<file path="src/rtl/clc_pkg.sv">
// ----------------------------------------------------------------------------
// clc_pkg
// Shared widths, fixed point constants, request codes and the control struct
// that the sequencer hands to the multiply-accumulate unit.
// ----------------------------------------------------------------------------
`default_nettype none

package clc_pkg;

  // unsigned Q1.16 values
  localparam int VAL_W  = 17;
  localparam int FRAC_W = 16;
  localparam int CODE_W = 16;
  localparam int STATE_W = 2;
  localparam int INDEX_W = 2;
  localparam int OP_W   = 2;

  localparam logic [VAL_W-1:0] ONE_Q16 = 17'h10000;

  // request codes
  typedef enum logic [OP_W-1:0] {
    OP_WRITE_FIRST  = 2'd0,
    OP_WRITE_SECOND = 2'd1,
    OP_CHILD_PAIR   = 2'd2,
    OP_UNUSED       = 2'd3
  } op_t;

  typedef struct packed {
    logic clear;       // zero both branch sums
    logic term_valid;  // operands hold one matrix entry and one child element
    logic term_sel_b;  // term belongs to the second branch
    logic final_mul;   // multiply the two branch sums
  } mac_ctrl_t;

endpackage

`default_nettype wire

</file>
<file path="src/rtl/clc_mac_unit.sv">
// ----------------------------------------------------------------------------
// clc_mac_unit
// Shared multiplier with a product register and two branch accumulators.
// Forms truncated matrix-by-element terms, sums them per branch, then
// multiplies the two sums and saturates the result at 1.0.
// ----------------------------------------------------------------------------
`default_nettype none

module clc_mac_unit #(
  parameter int SUM_W = 20
) (
  input  wire logic                      clk,
  input  wire logic                      rst,
  input  wire clc_pkg::mac_ctrl_t        ctrl,
  input  wire logic [clc_pkg::VAL_W-1:0] mat_data,
  input  wire logic [clc_pkg::VAL_W-1:0] vec_data,
  output logic                           pipe_busy,
  output logic [clc_pkg::VAL_W-1:0]      sat_result
);

  localparam int PROD_W = 2 * SUM_W;
  localparam int TERM_HI = 2 * clc_pkg::VAL_W - 1;
  localparam int HI_W = PROD_W - clc_pkg::FRAC_W;

  logic [SUM_W-1:0]  acc_a;
  logic [SUM_W-1:0]  acc_b;
  logic [PROD_W-1:0] prod;
  logic              prod_valid;
  logic              prod_sel_b;

  logic [SUM_W-1:0]  opnd_x;
  logic [SUM_W-1:0]  opnd_y;
  logic [SUM_W-1:0]  term;
  logic [HI_W-1:0]   prod_hi;

  assign opnd_x = ctrl.final_mul ? acc_a : SUM_W'(mat_data);
  assign opnd_y = ctrl.final_mul ? acc_b : SUM_W'(vec_data);

  // term is truncated by the fraction width before it is summed
  assign term = SUM_W'(prod[TERM_HI:clc_pkg::FRAC_W]);

  always_ff @(posedge clk) begin
    if (ctrl.term_valid || ctrl.final_mul) begin
      prod <= opnd_x * opnd_y;
    end
    prod_sel_b <= ctrl.term_sel_b;
  end

  always_ff @(posedge clk) begin
    if (rst) begin
      prod_valid <= 1'b0;
      acc_a      <= '0;
      acc_b      <= '0;
    end else begin
      prod_valid <= ctrl.term_valid;
      if (ctrl.clear) begin
        acc_a <= '0;
        acc_b <= '0;
      end else if (prod_valid) begin
        if (prod_sel_b) begin
          acc_b <= acc_b + term;
        end else begin
          acc_a <= acc_a + term;
        end
      end
    end
  end

  assign pipe_busy = prod_valid;

  assign prod_hi = prod[PROD_W-1:clc_pkg::FRAC_W];
  assign sat_result = (prod_hi > HI_W'(clc_pkg::ONE_Q16)) ? clc_pkg::ONE_Q16
                                                           : prod_hi[clc_pkg::VAL_W-1:0];

endmodule

`default_nettype wire

</file>
<file path="src/rtl/conditional_likelihood_combine.sv">
// ----------------------------------------------------------------------------
// conditional_likelihood_combine
// Parent conditional likelihood of one character from two child vectors and
// two branch transition matrices, in unsigned Q1.16.
// ----------------------------------------------------------------------------
// Usage:
//   A request is taken on a rising edge with start high and busy low.
//   op 0 and op 1 write one entry of the first or second matrix, op 2 writes
//   one child element pair and latches char_code; op 0 and op 1 never raise
//   busy. op 3 is taken and does nothing.
//   A pair with last_element set raises busy and starts the computation.
//   For each state i the shared multiplier runs 2*ALPHABET term products
//   (one matrix entry and one child element per cycle, read from registered
//   memories), then multiplies the two branch sums.
//   Results come out as ALPHABET strobes on valid, one per state in order,
//   with last_result on the final one; busy is already low in that cycle.
//   The receiver cannot stall: each result is valid for one cycle only.
//   Reset clears the sequencer and the held code; matrix and vector contents
//   are undefined until written and survive each computation.
// ----------------------------------------------------------------------------
`default_nettype none

module conditional_likelihood_combine #(
  parameter int ALPHABET = 4
) (
  input  wire logic                          clk,
  input  wire logic                          rst,
  input  wire logic                          start,
  output logic                               busy,
  input  wire logic [clc_pkg::OP_W-1:0]      op,
  input  wire logic [clc_pkg::INDEX_W-1:0]   row_index,
  input  wire logic [clc_pkg::INDEX_W-1:0]   col_index,
  input  wire logic [clc_pkg::VAL_W-1:0]     value_first,
  input  wire logic [clc_pkg::VAL_W-1:0]     value_second,
  input  wire logic [clc_pkg::CODE_W-1:0]    char_code,
  input  wire logic                          last_element,
  output logic                               valid,
  output logic [clc_pkg::CODE_W-1:0]         code_out,
  output logic [clc_pkg::STATE_W-1:0]        state_out,
  output logic [clc_pkg::VAL_W-1:0]          likelihood,
  output logic                               last_result
);

  localparam int IDX_W  = $clog2(ALPHABET);
  localparam int MAT_N  = ALPHABET * ALPHABET;
  localparam int MAT_AW = $clog2(MAT_N);
  localparam int SUM_W  = 2 * clc_pkg::VAL_W - clc_pkg::FRAC_W + $clog2(ALPHABET);

  localparam logic [IDX_W-1:0] IDX_LAST = IDX_W'(ALPHABET - 1);

  typedef enum logic [4:0] {
    ST_IDLE  = 5'b00001,
    ST_ISSUE = 5'b00010,
    ST_DRAIN = 5'b00100,
    ST_FINAL = 5'b01000,
    ST_EMIT  = 5'b10000
  } state_t;

  state_t state, state_next;

  // storage
  logic [clc_pkg::VAL_W-1:0] mat_a [MAT_N];
  logic [clc_pkg::VAL_W-1:0] mat_b [MAT_N];
  logic [clc_pkg::VAL_W-1:0] vec_a [ALPHABET];
  logic [clc_pkg::VAL_W-1:0] vec_b [ALPHABET];
  logic [clc_pkg::VAL_W-1:0] mat_a_q, mat_b_q, vec_a_q, vec_b_q;
  logic [clc_pkg::CODE_W-1:0] held_code;

  // sequencer registers
  logic [IDX_W-1:0]  state_idx;
  logic [IDX_W-1:0]  col_cnt;
  logic              half_b;
  logic [MAT_AW-1:0] row_base;
  logic              rd_valid;
  logic              rd_sel_b;

  logic                  accept;
  logic                  launch;
  logic                  row_ok, col_ok;
  logic [MAT_AW-1:0]     wr_addr;
  logic [MAT_AW-1:0]     rd_addr;
  logic                  issue_end;
  logic                  pipe_busy;
  logic [clc_pkg::VAL_W-1:0] sat_result;
  clc_pkg::mac_ctrl_t    mac_ctrl;

  assign busy   = (state != ST_IDLE);
  assign accept = start && !busy;
  assign launch = accept && (op == clc_pkg::OP_CHILD_PAIR) && last_element;

  assign row_ok  = int'(row_index) < ALPHABET;
  assign col_ok  = int'(col_index) < ALPHABET;
  assign wr_addr = MAT_AW'(int'(row_index) * ALPHABET + int'(col_index));
  assign rd_addr = row_base + MAT_AW'(col_cnt);

  assign issue_end = half_b && (col_cnt == IDX_LAST);

  // memories: one write port from requests, one registered read port each
  always_ff @(posedge clk) begin
    if (accept && row_ok && col_ok && (op == clc_pkg::OP_WRITE_FIRST)) begin
      mat_a[wr_addr] <= value_first;
    end
    if (accept && row_ok && col_ok && (op == clc_pkg::OP_WRITE_SECOND)) begin
      mat_b[wr_addr] <= value_first;
    end
    if (accept && col_ok && (op == clc_pkg::OP_CHILD_PAIR)) begin
      vec_a[IDX_W'(col_index)] <= value_first;
      vec_b[IDX_W'(col_index)] <= value_second;
    end
    mat_a_q <= mat_a[rd_addr];
    mat_b_q <= mat_b[rd_addr];
    vec_a_q <= vec_a[col_cnt];
    vec_b_q <= vec_b[col_cnt];
  end

  always_comb begin
    state_next = state;
    unique case (state)
      ST_IDLE: begin
        if (launch) begin
          state_next = ST_ISSUE;
        end
      end
      ST_ISSUE: begin
        if (issue_end) begin
          state_next = ST_DRAIN;
        end
      end
      ST_DRAIN: begin
        if (!rd_valid && !pipe_busy) begin
          state_next = ST_FINAL;
        end
      end
      ST_FINAL: begin
        state_next = ST_EMIT;
      end
      ST_EMIT: begin
        state_next = (state_idx == IDX_LAST) ? ST_IDLE : ST_ISSUE;
      end
      default: begin
        state_next = ST_IDLE;
      end
    endcase
  end

  always_ff @(posedge clk) begin
    if (rst) begin
      state     <= ST_IDLE;
      state_idx <= '0;
      col_cnt   <= '0;
      half_b    <= 1'b0;
      row_base  <= '0;
      rd_valid  <= 1'b0;
      held_code <= '0;
      valid     <= 1'b0;
    end else begin
      state    <= state_next;
      rd_valid <= (state == ST_ISSUE);
      valid    <= (state == ST_EMIT);
      if (accept && (op == clc_pkg::OP_CHILD_PAIR)) begin
        held_code <= char_code;
      end
      if (launch) begin
        state_idx <= '0;
        col_cnt   <= '0;
        half_b    <= 1'b0;
        row_base  <= '0;
      end else if (state == ST_ISSUE) begin
        // first branch over all columns, then the second
        if (col_cnt == IDX_LAST) begin
          col_cnt <= '0;
          half_b  <= !half_b;
        end else begin
          col_cnt <= col_cnt + 1'b1;
        end
      end else if (state == ST_EMIT) begin
        state_idx <= state_idx + 1'b1;
        row_base  <= row_base + MAT_AW'(ALPHABET);
      end
    end
  end

  always_ff @(posedge clk) begin
    rd_sel_b <= half_b;
    if (state == ST_EMIT) begin
      code_out    <= held_code;
      state_out   <= clc_pkg::STATE_W'(state_idx);
      likelihood  <= sat_result;
      last_result <= (state_idx == IDX_LAST);
    end
  end

  always_comb begin
    mac_ctrl.clear      = launch || (state == ST_EMIT);
    mac_ctrl.term_valid = rd_valid;
    mac_ctrl.term_sel_b = rd_sel_b;
    mac_ctrl.final_mul  = (state == ST_FINAL);
  end

  clc_mac_unit #(
    .SUM_W(SUM_W)
  ) u_mac (
    .clk        (clk),
    .rst        (rst),
    .ctrl       (mac_ctrl),
    .mat_data   (rd_sel_b ? mat_b_q : mat_a_q),
    .vec_data   (rd_sel_b ? vec_b_q : vec_a_q),
    .pipe_busy  (pipe_busy),
    .sat_result (sat_result)
  );

`ifndef NO_ASSERTIONS
  // the final product must not collide with a term still in flight
  a_final_clean: assert property (@(posedge clk) disable iff (rst)
    (state == ST_FINAL) |-> (!rd_valid && !pipe_busy))
    else $error("final multiply overlaps term pipeline");

  // a launch request always makes the block busy
  a_launch_busy: assert property (@(posedge clk) disable iff (rst)
    launch |=> busy)
    else $error("launch did not raise busy");

  // the last result leaves the block idle
  a_last_idle: assert property (@(posedge clk) disable iff (rst)
    (valid && last_result) |-> !busy)
    else $error("busy after last result");

  // results come only out of a computation
  a_valid_busy: assert property (@(posedge clk) disable iff (rst)
    valid |-> $past(busy))
    else $error("result without computation");
`endif

endmodule

`default_nettype wire
</file>
<file path="config.mk">
export PLATFORM = sky130hd
export DESIGN_NAME = conditional_likelihood_combine
export DESIGN_NICKNAME = d
export VERILOG_FILES = /design/src/rtl/clc_pkg.sv /design/src/rtl/clc_mac_unit.sv /design/src/rtl/conditional_likelihood_combine.sv
export SDC_FILE = /design/constraint.sdc
export NUM_CORES = 2
export LEC_CHECK = 0
export ABC_AREA = 1
export BUFFER_PORTS_ARGS = -buffer_cell sky130_fd_sc_hd__clkbuf_2
export CAP_MARGIN = 30
export CORE_ASPECT_RATIO = 1.75
export CORE_MARGIN = 2
export CORE_UTILIZATION = 40
export DETAILED_ROUTE_END_ITERATION = 8
export GPL_TIMING_DRIVEN = 1
export RECOVER_POWER = 100
export REMOVE_ABC_BUFFERS = 1
export SLEW_MARGIN = 30
export SYNTH_ARGS = -nofsm -noshare
export SYNTH_HDL_FRONTEND = slang
export SYNTH_HIERARCHICAL = 1
export SYNTH_SLANG_ARGS = --single-unit
</file>
<file path="constraint.sdc">
create_clock -name clk -period 9.4 [get_ports clk]
set_input_delay 1.41 -clock clk [delete_from_list [all_inputs] [get_ports clk]]
set_output_delay 1.41 -clock clk [all_outputs]
set_load 0.03 [all_outputs]
</file>
==> summary.md <==
| Metric | Value |
|---|---|
| Num CTS Buffers | `82` |
| Most numerous cell on the critical path | `fa_1` |
| Worst r2r src | `state[0]$_SDFFE_PP1P_` |
| Worst-case clock buffer depth | `3` |
| Hold violation count in the final report | `0` |
| R2r setup slk | `0.59 ns` |
| Arrival time worst endpoint | `9.27 ns` |
| HP Class | `reg2reg` |
| Kind of end point of the critical path | `register` |
| First-pass GRT wire length | `220 mm` |
| Cts repair resizes | `0` |
| Vias/cell | `5.26` |
| Final net count | `5255` |
| Die X-Extent | `268 um` |
| Pins Over Slew Limit | `1571` |
| Maximum fanout along the worst path | `24` |
| RSZ-0062 raised after global routing | `no` |
| Io pins | `98` |
| First DRT Iteration DRCs | `2398` |
| Routed WL | `148 mm` |
| Via count | `33.6k` |
| CP peak stage delay | `0.74 ns` |
| Placed wire-length estimate | `105 mm` |
| Post-Syn Instances | `4620` |
| Fin Hold WS | `0.385 ns` |
| Reg clk slew, reported paths | `0.07 ns` |
| H-tree Lvls | `3` |
| Worst Setup SP | `state[0]$_SDFFE_PP1P_` |
| Avg WL per Cell | `23.2 um` |
| Pre-antenna DRT Iters | `6` |
| Routability cong. | `0.986` |
| Worst EP required | `9.87 ns` |
| Max-cap violations | `37` |
| Mapped cell area | `48600 um^2` |
| Rel. slew slack | `-211%` |
| Die ar. | `125000 um^2` |
| Hold path startpoint | `half_b$_SDFFE_PP0P_` |
| Tcrit/Tclk final | `93.7%` |
| Largest net degree at the start of global routing | `184` |
| Worst-Skew Late Latency | `0.70 ns` |
| Setup Fix Bufs, Post-CTS | `0` |
| Die Y | `465 um` |
| Hold_buf cts | `0` |
| Port Buf Inserts | `97` |
| Gr ovfl total | `0` |
| Post-synth cell types | `53` |
| YS warnings | `6` |
| Initial antenna violation count | `5` |
| Post-route ant nets | `0` |
| Layout cells sized above 1 | `5.95%` |
| Critical Path Slowest Stage Cell | `o21ai_0` |
| Outcome | `complete, but fails checks` |
| Floorplan core area | `121000 um^2` |
| CTS tree | `done` |
| Violated checks | `max-capacitance violations, max-slew violations` |
| CTS root buf | `clkbuf_16` |
| Final setup violation count | `0` |
| Rows | `169` |
| Worst Path Class, Setup | `reg2reg` |
| Avg Inst Size Synth | `10.5 um^2` |
| Clock period minus worst slack | `8.81 ns` |
| Gr usage total | `24.2%` |
| Sink Count | `881` |
| Area grow syn2layout | `9.87%` |
| Skew final | `0.0588 ns` |
| CP startpoint kind | `register` |
| Sequential share of the synthesized area | `51.5%` |
| Initial core utilization | `40.2%` |
| Vias in the first global route | `34.7k` |
| Tightest Pin Transition | `4.67 ns` |
| #FFs+latches synth | `881` |
| Fill cells | `11.6k` |
| Achievable Freq | `0.114 GHz` |
| DRC | `0` |
-- routing by layer --
layer | vias to the layer above | share of wire (%) | global-route usage [%]
li1 | 15500 | - | -
met1 | 16800 | 35 | 25.5
met2 | 957 | 54 | 45.6
met3 | 365 | 4.4 | 3.17
met4 | 2 | 6.5 | 14.1
met5 | - | 0.0081 | 0
-- critical path: cells and delay by family (launching register included) --
kind	cells	cell delay [ns]
buf+inv	8	1.47
compound gates	1	0.74
flops	1	0.32
fa+ha+maj	8	4.02
simple gates	10	1.97
-- layout by cell type, fill, tap and decap left out, types with 11 or more instances in the layout --
cell type  count
nor2_2        23
xor2_1        34
nand3_1      111
xnor2_1       15
nor2_1       763
edfxtp_1     740
o22ai_1       34
mux2_2        34
nand2_1      505
o211ai_1     149
nand4_1       12
o21ai_1       64
buf_4         36
nor3_1        11
o21ai_0      389
ha_1         186
inv_1        636
a21o_1        14
clkbuf_16     83
clkbuf_8      11
fa_1         321
dfxtp_1      139
a21oi_1      161
clkbuf_1     131
clkinv_1      18
clkbuf_2      23
-- cells in the mapped netlist (all sizes together) --
cell     instances  area [um^2]
a21boi           5         37.5
o2111ai          2         17.5
clkbuf          94          355
or2              5         31.3
buf             97          547
xor2            34          298
o211ai         149         1120
nor3            11         55.1
o22ai           34          213
a211oi           2         15.0
o31ai            2         20.0
clkinv           9         33.8
dfxtp          141         2820
o21bai           7         56.3
a21oi          161          806
nor2           793         3040
a31oi            9         56.3
ha             186         2330
xnor2           15          131
nand4           12         90.1
and3             3         18.8
nand3b           2         15.0
a21o            14          105
o211a            1         10.0
edfxtp         740        22200
nor4             6         37.5
o21a             3         22.5
inv            641         2410
nand2          513         1960
fa             321         6430
nand3          113          613
o21ai          461         2350
mux2            34          383
-- final timing paths --
| kind | end | depth (start not counted) |
|---|---|---|
| max | u_mac/prod[33]$_DFFE_PP_ | 27 |
| min | rd_sel_b$_DFF_P_ | 0 |
| max reg2reg | u_mac/prod[33]$_DFFE_PP_ | 27 |
| min reg2reg | rd_sel_b$_DFF_P_ | 0 |
-- kinds of logic after synthesis --
family | synth area share [%]
xor gates and xnor gates | 0.882
adders and majority gates | 18.0
and+or+nand+nor | 12.1
muxes | 0.787
DFF | 51.5
AOI/OAI and AO/OA | 9.93
buffers and inverters | 6.88
-- flip-flops by register name, summed over array words and instances, names as in the netlist, 5 cells and up --
| signal | count |
|---|---|
| vec_a_q | 17 |
| vec_b_q | 17 |
| code_out | 16 |
| vec_a | 68 |
| vec_b | 68 |
| likelihood | 17 |
| mat_b | 272 |
| state | 5 |
| u_mac/acc_b | 20 |
| mat_a_q | 17 |
| mat_b_q | 17 |
| mat_a | 272 |
| u_mac/acc_a | 20 |
| u_mac/prod | 24 |
| held_code | 16 |
-- layout make-up --
cell class,count,area (um^2),area share [%]
repair buffers,175,845,1.58
inverters,650,2440,4.57
multi-input cells,2898,20300,37.9
clock inverters,42,517,0.967
flip-flops and latches,881,25000,46.9
clock buffers,111,2290,4.29
well taps,1624,2030,3.80
diodes,4,10.0,0.0187
-- stage by stage --
step                setup WS, ns  utilization, %  instances  TNS [ns]  area, um^2
floorplan                  -2.68               -       4429   -173.82       47700
global placement           0.532            42.1       6228         0       51000
detailed placement         0.576            42.2       6228         0       51000
CTS                        0.577            44.5       6381         0       53800
global route               0.231            44.2       6382         0       53400
finish                     0.595            44.2       6385         0       53500
Power is not shown: default switching activity piles up to over one toggle a cycle in this logic, so the estimate is an artifact.
